===== src/hdl/bpc_pkg.sv =====
// ----------------------------------------------------------------------------
// bpc_pkg
// Types and constants shared by the button press classifier modules.
// ----------------------------------------------------------------------------
package bpc_pkg;

    localparam int CFG_IDX_W  = 3;
    localparam int CFG_DATA_W = 16;
    localparam int DELAY_W    = 16;
    localparam int OUT_CNT_W  = 8;

    typedef enum logic [CFG_IDX_W-1:0] {
        CFG_ACTIVE_HIGH      = 3'd0,
        CFG_BUTTON_KIND      = 3'd1,
        CFG_COUNT_ON_RELEASE = 3'd2,
        CFG_ACCUMULATE       = 3'd3,
        CFG_INITIAL_DELAY    = 3'd4,
        CFG_REPEAT_DELAY     = 3'd5,
        CFG_ENABLED          = 3'd6
    } cfg_idx_t;

    typedef enum logic [1:0] {
        KIND_SINGLE    = 2'd0,
        KIND_LONG      = 2'd1,
        KIND_TYPEMATIC = 2'd2
    } kind_t;

    typedef enum logic [2:0] {
        PH_IDLE        = 3'd0,
        PH_SINGLE_HELD = 3'd1,
        PH_LONG_WAIT   = 3'd2,
        PH_LONG_HELD   = 3'd3,
        PH_QUIET_HELD  = 3'd4,
        PH_TYPE_FIRST  = 3'd5,
        PH_TYPE_REPEAT = 3'd6
    } phase_t;

    localparam logic [DELAY_W-1:0] INITIAL_DELAY_RST = 16'd500;
    localparam logic [DELAY_W-1:0] REPEAT_DELAY_RST  = 16'd100;
    localparam logic [DELAY_W-1:0] TIMER_MAX         = 16'hFFFF;

    typedef struct packed {
        logic               active_high;
        logic [1:0]         button_kind;
        logic               count_on_release;
        logic               accumulate;
        logic [DELAY_W-1:0] initial_delay;
        logic [DELAY_W-1:0] repeat_delay;
        logic               enabled;
    } cfg_t;

    // Debouncer view for the current transaction
    typedef struct packed {
        logic level;
        logic settled;
    } db_t;

    typedef struct packed {
        logic pin_level;
        logic take;
    } sample_t;

    typedef struct packed {
        logic                 depressed;
        logic [OUT_CNT_W-1:0] push_count;
        logic                 long_push;
    } result_t;

endpackage


===== src/hdl/bpc_config.sv =====
// ----------------------------------------------------------------------------
// bpc_config
// Configuration register file with a plain write port.
// ----------------------------------------------------------------------------
module bpc_config (
    input  logic                           clk,
    input  logic                           rst_n,
    input  logic                           cfg_we,
    input  logic [bpc_pkg::CFG_IDX_W-1:0]  cfg_index,
    input  logic [bpc_pkg::CFG_DATA_W-1:0] cfg_data,
    output bpc_pkg::cfg_t                  cfg
);
    import bpc_pkg::*;

    cfg_t cfg_reg;

    always_ff @(posedge clk or negedge rst_n)
    begin
        if (!rst_n)
        begin
            cfg_reg.active_high      <= 1'b0;
            cfg_reg.button_kind      <= KIND_SINGLE;
            cfg_reg.count_on_release <= 1'b0;
            cfg_reg.accumulate       <= 1'b0;
            cfg_reg.initial_delay    <= INITIAL_DELAY_RST;
            cfg_reg.repeat_delay     <= REPEAT_DELAY_RST;
            cfg_reg.enabled          <= 1'b1;
        end
        else if (cfg_we)
        begin
            case (cfg_index)
                CFG_ACTIVE_HIGH:      cfg_reg.active_high      <= cfg_data[0];
                CFG_BUTTON_KIND:      cfg_reg.button_kind      <= cfg_data[1:0];
                CFG_COUNT_ON_RELEASE: cfg_reg.count_on_release <= cfg_data[0];
                CFG_ACCUMULATE:       cfg_reg.accumulate       <= cfg_data[0];
                CFG_INITIAL_DELAY:    cfg_reg.initial_delay    <= cfg_data[DELAY_W-1:0];
                CFG_REPEAT_DELAY:     cfg_reg.repeat_delay     <= cfg_data[DELAY_W-1:0];
                CFG_ENABLED:          cfg_reg.enabled          <= cfg_data[0];
                default:              ;
            endcase
        end
    end

    assign cfg = cfg_reg;

endmodule


===== src/hdl/bpc_debounce.sv =====
// ----------------------------------------------------------------------------
// bpc_debounce
// Run-length debouncer: a level is taken once it holds for STABLE_TICKS.
// ----------------------------------------------------------------------------
module bpc_debounce #(
    parameter int STABLE_TICKS = 16
) (
    input  logic         clk,
    input  logic         rst_n,
    input  logic         advance,
    input  logic         pin_level,
    output bpc_pkg::db_t db
);
    import bpc_pkg::*;

    localparam int SC_W = $clog2(STABLE_TICKS + 1);
    localparam logic [SC_W-1:0] SC_FULL = SC_W'(STABLE_TICKS);

    logic            level_reg,  level_next;
    logic            prev_reg,   prev_next;
    logic [SC_W-1:0] count_reg,  count_next;
    logic            settled;

    always_comb
    begin
        prev_next  = prev_reg;
        count_next = count_reg;
        if (pin_level == prev_reg)
        begin
            if (count_reg < SC_FULL)
                count_next = count_reg + 1'b1;
        end
        else
        begin
            prev_next  = pin_level;
            count_next = SC_W'(1);
        end
        settled    = (count_next >= SC_FULL);
        level_next = settled ? prev_next : level_reg;
    end

    // Released level after reset is high, matching the default pull-up polarity
    always_ff @(posedge clk or negedge rst_n)
    begin
        if (!rst_n)
        begin
            level_reg <= 1'b1;
            prev_reg  <= 1'b1;
            count_reg <= '0;
        end
        else if (advance)
        begin
            level_reg <= level_next;
            prev_reg  <= prev_next;
            count_reg <= count_next;
        end
    end

    assign db.level   = level_next;
    assign db.settled = settled;

endmodule


===== src/hdl/bpc_phase.sv =====
// ----------------------------------------------------------------------------
// bpc_phase
// Press phase machine: hold timer, push counter and long-push flag.
// ----------------------------------------------------------------------------
module bpc_phase #(
    parameter int COUNT_BITS = 8
) (
    input  logic              clk,
    input  logic              rst_n,
    input  logic              advance,
    input  logic              take,
    input  bpc_pkg::cfg_t     cfg,
    input  bpc_pkg::db_t      db,
    output bpc_pkg::result_t  result
);
    import bpc_pkg::*;

    localparam int CNT_W = (COUNT_BITS >= OUT_CNT_W) ? OUT_CNT_W : COUNT_BITS;
    localparam logic [CNT_W-1:0] CNT_MAX = {CNT_W{1'b1}};

    phase_t             phase_reg,   phase_next;
    logic [DELAY_W-1:0] hold_reg,    hold_next;
    logic [CNT_W-1:0]   cnt_reg,     cnt_next;
    logic               long_reg,    long_next;
    logic               pressed_reg, pressed_next;

    logic [DELAY_W-1:0] hold_inc;
    logic [DELAY_W-1:0] delay;
    logic               released;
    logic               wait_done;
    logic               push_ev;
    logic               long_ev;

    always_comb
    begin
        released  = (db.level == ~cfg.active_high);
        hold_inc  = (hold_reg != TIMER_MAX) ? hold_reg + 1'b1 : hold_reg;
        delay     = (phase_reg == PH_TYPE_REPEAT) ? cfg.repeat_delay : cfg.initial_delay;
        wait_done = (hold_inc >= delay);

        phase_next   = phase_reg;
        hold_next    = hold_reg;
        pressed_next = pressed_reg;
        push_ev      = 1'b0;
        long_ev      = 1'b0;

        case (phase_reg)
            PH_SINGLE_HELD, PH_LONG_HELD, PH_QUIET_HELD:
            begin
                if (released)
                begin
                    pressed_next = 1'b0;
                    if (cfg.count_on_release)
                    begin
                        push_ev = (phase_reg == PH_SINGLE_HELD);
                        long_ev = (phase_reg == PH_LONG_HELD);
                    end
                    phase_next = PH_IDLE;
                end
            end
            PH_LONG_WAIT:
            begin
                if (released)
                begin
                    pressed_next = 1'b0;
                    push_ev      = 1'b1;
                    phase_next   = PH_IDLE;
                end
                else
                begin
                    hold_next = hold_inc;
                    if (wait_done)
                    begin
                        hold_next = '0;
                        // Still bouncing: wait out the release without a push
                        if (!db.settled)
                            phase_next = PH_QUIET_HELD;
                        else
                        begin
                            long_ev    = ~cfg.count_on_release;
                            phase_next = PH_LONG_HELD;
                        end
                    end
                end
            end
            PH_TYPE_FIRST, PH_TYPE_REPEAT:
            begin
                if (released)
                begin
                    pressed_next = 1'b0;
                    phase_next   = PH_IDLE;
                end
                else
                begin
                    hold_next = hold_inc;
                    if (wait_done)
                    begin
                        hold_next  = '0;
                        push_ev    = db.settled;
                        phase_next = PH_TYPE_REPEAT;
                    end
                end
            end
            default:
            begin
                phase_next = PH_IDLE;
                if (cfg.enabled && (db.level == cfg.active_high))
                begin
                    pressed_next = 1'b1;
                    hold_next    = '0;
                    case (cfg.button_kind)
                        KIND_SINGLE:
                        begin
                            push_ev    = ~cfg.count_on_release;
                            phase_next = PH_SINGLE_HELD;
                        end
                        KIND_LONG:
                        begin
                            phase_next = PH_LONG_WAIT;
                        end
                        default:
                        begin
                            push_ev    = 1'b1;
                            phase_next = PH_TYPE_FIRST;
                        end
                    endcase
                end
            end
        endcase

        cnt_next  = cnt_reg;
        long_next = long_reg;
        if (long_ev)
        begin
            cnt_next  = '0;
            long_next = 1'b1;
        end
        else if (push_ev)
        begin
            if (!cfg.accumulate)
                cnt_next = CNT_W'(1);
            else if (cnt_reg != CNT_MAX)
                cnt_next = cnt_reg + 1'b1;
        end
    end

    always_ff @(posedge clk or negedge rst_n)
    begin
        if (!rst_n)
        begin
            phase_reg   <= PH_IDLE;
            hold_reg    <= '0;
            cnt_reg     <= '0;
            long_reg    <= 1'b0;
            pressed_reg <= 1'b0;
        end
        else if (advance)
        begin
            phase_reg   <= phase_next;
            hold_reg    <= hold_next;
            pressed_reg <= pressed_next;
            // Take clears after this transaction's result is formed
            cnt_reg     <= take ? '0 : cnt_next;
            long_reg    <= take ? 1'b0 : long_next;
        end
    end

    assign result.depressed  = pressed_next;
    assign result.push_count = OUT_CNT_W'(cnt_next);
    assign result.long_push  = long_next;

endmodule


===== src/hdl/button_press_classifier_unit.sv =====
// A result is registered and valid in the cycle after its sample transaction.
// Throughput: one sample per cycle; all state updates in the cycle of acceptance.
// A single output register decouples the sides: input stalls only while a held
// result is not taken.
// Reset (rst_n, async low): configuration to defaults, debouncer to released
// level, phase machine idle, counters and flags cleared, no result pending.
// ----------------------------------------------------------------------------
// button_press_classifier_unit
// Debounced push button with single, long-press and auto-repeat counting.
// ----------------------------------------------------------------------------
module button_press_classifier_unit #(
    parameter int STABLE_TICKS = 16,
    parameter int COUNT_BITS   = 8
) (
    input  logic                           clk,
    input  logic                           rst_n,
    input  logic                           sample_valid,
    output logic                           sample_ready,
    input  bpc_pkg::sample_t               sample,
    output logic                           result_valid,
    input  logic                           result_ready,
    output bpc_pkg::result_t               result,
    input  logic                           cfg_we,
    input  logic [bpc_pkg::CFG_IDX_W-1:0]  cfg_index,
    input  logic [bpc_pkg::CFG_DATA_W-1:0] cfg_data
);
    import bpc_pkg::*;

    cfg_t    cfg;
    db_t     db;
    result_t result_next;
    result_t result_reg;
    logic    result_valid_reg;
    logic    advance;

    assign sample_ready = ~result_valid_reg | result_ready;
    assign advance      = sample_valid & sample_ready;

    bpc_config u_config (
        .clk       (clk),
        .rst_n     (rst_n),
        .cfg_we    (cfg_we),
        .cfg_index (cfg_index),
        .cfg_data  (cfg_data),
        .cfg       (cfg)
    );

    bpc_debounce #(
        .STABLE_TICKS (STABLE_TICKS)
    ) u_debounce (
        .clk       (clk),
        .rst_n     (rst_n),
        .advance   (advance),
        .pin_level (sample.pin_level),
        .db        (db)
    );

    bpc_phase #(
        .COUNT_BITS (COUNT_BITS)
    ) u_phase (
        .clk     (clk),
        .rst_n   (rst_n),
        .advance (advance),
        .take    (sample.take),
        .cfg     (cfg),
        .db      (db),
        .result  (result_next)
    );

    always_ff @(posedge clk or negedge rst_n)
    begin
        if (!rst_n)
            result_valid_reg <= 1'b0;
        else if (sample_ready)
            result_valid_reg <= sample_valid;
    end

    always_ff @(posedge clk)
    begin
        if (advance)
            result_reg <= result_next;
    end

    assign result_valid = result_valid_reg;
    assign result       = result_reg;

endmodule


===== config.mk =====
export PLATFORM = sky130hd
export DESIGN_NAME = button_press_classifier_unit
export DESIGN_NICKNAME = d
export VERILOG_FILES = /design/src/hdl/bpc_pkg.sv /design/src/hdl/bpc_config.sv /design/src/hdl/bpc_debounce.sv /design/src/hdl/bpc_phase.sv /design/src/hdl/button_press_classifier_unit.sv
export SDC_FILE = /design/constraint.sdc
export NUM_CORES = 1
export LEC_CHECK = 0
export BUFFER_PORTS_ARGS = -buffer_cell sky130_fd_sc_hd__buf_2
export CAP_MARGIN = 30
export CORE_MARGIN = 4
export CORE_UTILIZATION = 55
export CTS_BUF_LIST = sky130_fd_sc_hd__clkbuf_8
export CTS_CLUSTER_DIAMETER = 60
export DETAILED_ROUTE_END_ITERATION = 10
export PLACE_DENSITY_LB_ADDON = 0.05
export SETUP_SLACK_MARGIN = 0.1
export SLEW_MARGIN = 25
export SYNTH_ARGS = -nofsm -noshare
export SYNTH_HDL_FRONTEND = slang
export SYNTH_SLANG_ARGS = --single-unit
export TNS_END_PERCENT = 10

===== constraint.sdc =====
create_clock -name clk -period 10.6 [get_ports clk]
set_input_delay 1.59 -clock clk [delete_from_list [all_inputs] [get_ports clk]]
set_output_delay 1.59 -clock clk [all_outputs]
set_load 0.01 [all_outputs]

; ---- Word level (Yosys, flattened, before mapping)
; Cells that the tools add are included.
[word_totals]
regBits = 85
[classes]
n_addsub = 3
n_lt_le_gt_ge = 3
n_eq_ne = 22
n_mux = 43
bitwise_logic = 6
reduce_logical = 17
[op_table]
columns = cell, count
row1 = $mux 16, 5
row2 = $mux 8, 5
row3 = $pmux 16 s2, 1
row4 = $mux 3, 7
row5 = $eq 3x3->1 const B, 6
row6 = $mux 1, 18
row7 = $add 16x1->16 const B, 1
row8 = $ge 16x16->1, 1
row9 = $ne 16x16->1 const B, 1
row10 = $reduce_and 2->1, 7
row11 = $eq 3x2->1 const B, 4
row12 = $mux 5, 2
row13 = $pmux 3 s3, 1
row14 = $add 8x1->8 const B, 1
row15 = $ne 8x8->1 const B, 1
row16 = $reduce_and 4->1, 2
row17 = $eq 3x1->1 const B, 2
row18 = $ne 3x1->1 const B, 2
row19 = $pmux 3 s2, 1
row20 = $reduce_or 3->1, 2
row21 = $reduce_or 6->1, 1
row22 = $add 5x1->5 const B, 1
row23 = $ge 5x5->1 const B, 1
row24 = $lt 5x5->1 const B, 1
row25 = other kinds (14), 20

; ---- Logic depth before layout (Yosys ltp)
[depth]
ltp_word = 12
mapped_depth = 18

; ---- Cells and area by module
; A second synthesis with hierarchy kept.
[hier_totals]
hier_cells = 497
hier_area_um2 = 5338.9
[modules_own_cells]
columns = mod, n_inst, cells_each, area_per_inst_um2
row1 = bpc_phase, 1, 357, 3022.9
row2 = bpc_config, 1, 86, 1550.2
row3 = bpc_debounce, 1, 40, 411.6
row4 = button_press_classifier_unit, 1, 14, 354.1

; ---- Worst setup path after synthesis
; OpenSTA, ideal clock, no wires.
[synth_timing]
path_type = register to register
start = reg u_phase.hold_reg[3]
end = reg u_phase.phase_reg[2]
setup_time_ns = 0.125
t_arrival_ns = 4.085
path_slack_ns = 6.390
path_stages_with_launch = 16
n_path_buf = 2
synth_period_minus_slack_ns = 4.210
cell_sequence = dfrtp_1 -> clkbuf_1 -> and4_1 -> nand3_1 -> or3_1 -> clkbuf_1 -> and3_1 -> nand3_1 -> xnor2_1 -> ha_1 -> nand4_1 -> or4_1 -> o32a_1 -> a311o_1 -> a31oi_4 -> mux2_4
[synth_via]
elab_chain_cells = 5
elab_cells_between_ends = 7
cone_classes = add/sub (1) / order compare (1) / eq/ne (3) / mux (1) / reduce/logical (1)
[synth_lines]
columns = item, line
row1 = start: declaration, bpc_phase.sv:22  ; logic [DELAY_W-1:0] hold_reg, hold_next;
row2 = start signal: assignment, bpc_phase.sv:160  ; hold_reg <= hold_next;
row3 = $add 16x1->16 / $ne 16x16->1 (equally long branches), bpc_phase.sv:37  ; hold_inc = (hold_reg != TIMER_MAX) ? hold_reg + 1'b1 : hold_reg;
row4 = $mux 16 *, bpc_phase.sv:37
row5 = $ge 16x16->1 *, bpc_phase.sv:39  ; wait_done = (hold_inc >= delay);
row6 = $ne 3x1->1 (no source line), -
row7 = $reduce_and 4->1 (no source line) *, -
row8 = end signal: assignment, bpc_phase.sv:159  ; phase_reg <= phase_next;
row9 = end: declaration, bpc_phase.sv:21  ; phase_t phase_reg, phase_next;
; Mark *: on every way between the ends. The rest lies on a longest branch, timed or not.
; A chain may end at the register's enable or synchronous reset.

; ---- Worst setup path in the final report
[layout_timing]
start = reg u_phase.hold_reg[3]
end = reg u_phase.cnt_reg[7]
[layout_via]
elab_chain_cells = 9
elab_cells_between_ends = 13
cone_classes = add/sub (1) / order compare (1) / eq/ne (1) / mux (10)
[layout_lines]
columns = item, line
row1 = $add 16x1->16 / $ne 16x16->1 (equally long branches), bpc_phase.sv:37
row2 = $mux 16 *, bpc_phase.sv:37
row3 = $ge 16x16->1 *, bpc_phase.sv:39
row4 = $mux 1, bpc_phase.sv:96  ; if (wait_done)
row5 = $mux 1, bpc_phase.sv:88  ; if (released)
row6 = $pmux 1 s3, bpc_phase.sv:47  ; case (phase_reg)
row7 = $mux 8, bpc_phase.sv:138  ; else if (push_ev)
row8 = $mux 8 *, bpc_phase.sv:133  ; if (long_ev)
row9 = $mux 8 *, bpc_phase.sv:163  ; cnt_reg <= take ? '0 : cnt_next;
row10 = end signal: assignment, bpc_phase.sv:163
row11 = end: declaration, bpc_phase.sv:23  ; logic [CNT_W-1:0] cnt_reg, cnt_next;
; Marks and branches as above.

==> qor.csv <==
metric,value,unit
run status,"complete, no violations",
unrepaired setup endpoints after global routing,no,
cell family with most CP delay,simple AND/OR/NAND/NOR gates,
compound-gate portion of the synthesized area,16.4,%
Pwr Density,180,mW/mm²
maximum vdd drop,0.0930,mV
clock transition at the registers of the reported paths,0.10,ns
global-route wire length before repair,17.6,mm
die area,0.0106,mm²
DRT antenna net count,0,
Critical Path Sink Type,register,
simple-gate share of the synthesized area,15.5,%
max reg flops,38,
Clock Root Buffer,clkbuf_8,
"Core Util, Final",61.8,%
top_reg_cell synth,dfrtp_1,
final setup violating endpoints,0,
syn_nets,522,
asr flop ratio synth,88.2,%
row count,34,
Synth area leaders,"dfrtp_1, mux2_2, dfstp_2, edfxtp_1, ha_1",
drt pass-1 iters,4,
# port buffers,37,
clock skew,0.0219,ns
Post-synth top cells,"dfrtp_1, nand2_1, mux2_2",
fill count,760,
Worst path slowest cell,or3_1,
pin count of the biggest net entering global routing,76,
fin nets,553,
number of CTS-inserted buffers,9,
Via Count,3702,
# IOs,38,
Post-synth EDFFs,10,
Arrival @ worst endpoint,4.81,ns
DIE HEIGHT,103,µm
Adder-Cell Fraction of Synth Area,5.29,%
xor and xnor area share after synthesis,2.29,%
GP Congestion,0.898,
initial antenna violation count,0,
1st-iter DRT viols,136,
Chip Width,103,µm
Post-route DRC,0,
count of cell types in the netlist,68,
most frequent cell after synthesis,dfrtp_1,
crit path launch type,register,
"Req. time, crit path",10.86,ns
setup TNS,0,ns
initial core utilization,56.7,%
Synth Cell Area,0.00497,mm²
area grow syn2layout,8.97,%
CP cell instances,and4_1 -> nand3_1 -> or3_1 -> and3_1 -> nand3_1 -> xnor2_1 -> ha_1 -> nand4_1 -> or4_1 -> o32a_1 -> a211oi_2 -> a41o_1 -> a2111oi_0 -> a221o_1,
FMAX,220,MHz
Comb pwr share,29.4,%
"Period Utilization, post-route",42.9,%
number of global-route vias before repair,3541,
Routed WL per cell,17.0,µm
Reg power frac,47.6,%
Max-Cap Viols,0,
net switching power,0.000353,W
leading area contributor after synthesis,dfrtp_1,
Post-CTS Hold Fix Bufs,0,
Via density,5.98,
Buf/Inv on CP,0,
Slew HR,40.8,%
Syn Area/Cell,10.5,µm²
clock share of power,23.0,%
maximum fanout along the worst path,12,
total track usage,21.2,%
Hold Fails Final Rpt,0,
Slew Limit Fails,0,
CP Class,register to register,
sequential share of the synthesized area,44.1,%
"most used cell, CP",nand3_1,
Post-Route WL,10.5,mm
Int Power,0.000621,W
Clock Latency Late Sink,0.38,ns
Crit path largest cell delay,0.51,ns
number of synthesized register bits,85,
detailed placer's ending HPWL,7.45,mm
gr ovfl total,0,
CTS Buffer Depth,2,
Ant. Diodes,0,
fin crit period,4.55,ns
top-area cell type share of the netlist area,31.7,%
CTS tree,yes,
sw frac,36.2,%
Slew @ Worst Pin,0.886,ns
clk sink count,85,
Hold WC Path Type,register to register,
Core Area,0.00876,mm²
Yosys warning count,0,
layout cell share with drive strength beyond 1,24.5,%
Resized Gates After CTS,0,
CTS H-tree lvls,3,
Synth Instances,475,
LEAKAGE,2.38,nW
post-CTS setup buffer count,0,
largest family of logic cells by synthesized area,compound AO/OA/AOI/OAI gates,
post-synthesis mux area share,13.4,%
## kinds of logic (layout without fill, tap and decap cells)
logic type	Yosys count	in the layout
AOI/OAI and AO/OA	115	115
xor gates and xnor gates	13	13
adders and majority gates	21	21
buffers and inverters	33	69
DFF	85	85
muxes	60	60
and+or+nand+nor	148	148
## final cells by class
type / instances / area (µm²) / share of cell area [%]
clock inverter: 7 / 62.6 / 1.16
tap: 108 / 135 / 2.50
sequential: 85 / 2190 / 40.5
inverter: 13 / 48.8 / 0.902
timing repair buffer: 40 / 218 / 4.02
clock buffer: 9 / 124 / 2.29
multi-input combinational: 357 / 2630 / 48.6
## worst register-to-register path: stages, from the launching register on
cell and delay, ns:
dfrtp_1 0.49, and4_1 0.33, nand3_1 0.16, or3_1 0.51
and3_1 0.27, nand3_1 0.13, xnor2_1 0.09, ha_1 0.31
nand4_1 0.12, or4_1 0.51, o32a_1 0.41, a211oi_2 0.31
a41o_1 0.40, a2111oi_0 0.12, a221o_1 0.28
## cells in the final DEF (no fill, tap or decap), drive strengths merged, types with 9 or more instances in the layout
cell type	synthesis	final
inv	13	19
nor2	22	22
nand3	19	19
and3	9	9
nand2	47	47
buf	6	40
nor3	9	9
xnor2	11	11
mux2	43	43
dfrtp	63	63
clkbuf	14	9
a21oi	28	28
ha	21	21
dfstp	12	12
edfxtp	10	10
mux2i	17	17
o21ai	25	25
## path summary, 6_finish.rpt
path	end	slack, ns	from	depth (start not counted)
max	u_phase.cnt_reg[7]	6.05	u_phase.hold_reg[3]	14
min	u_debounce.level_reg	0.49	u_debounce.level_reg	2
max reg2reg	u_phase.cnt_reg[7]	6.05	u_phase.hold_reg[3]	14
min reg2reg	u_debounce.level_reg	0.49	u_debounce.level_reg	2
max in group asynchronous	u_config.cfg[33]	8.89	rst_n	1
min in group asynchronous	u_phase.hold_reg[8]	1.21	rst_n	1
## power groups by stage
stage / Sequential (W) / Clock (W) / Combinational [W]
after floorplan: 0.000447 / 0 / 0.000236
final: 0.000464 / 0.000224 / 0.000286
after global routing: 0.000474 / 0.000247 / 0.000324
after global placement: 0.000465 / 0 / 0.000281
after detailed placement: 0.000468 / 0 / 0.000287
after CTS: 0.000463 / 0.000227 / 0.000287
## routing by layer
layer / part of all wire (%) / track usage, % / vias up
li1: - / - / 1847
met1: 52 / 32.9 / 1760
met2: 43 / 30.3 / 82
met3: 4.2 / 3.92 / 13
met4: 1.2 / 5.98 / 0
met5: 0 / 0 / -
## per-stage QoR
stage | power [W] | area, µm² | instances | hold slack [ns] | worst slack [ns]
finish | 0.000974 | 5410 | 619 | 0.488 | 6.05
global route | 0.00105 | 5410 | 619 | 0.510 | 5.61
CTS | 0.000977 | 5400 | 618 | 0.490 | 6.06
detailed placement | 0.000755 | 5210 | 602 | 0.476 | 6.08
global placement | 0.000746 | 5210 | 602 | 0.462 | 6.15
floorplan | 0.000683 | 4970 | 475 | 0.449 | 6.39
Power figures use the tool's default switching activity.
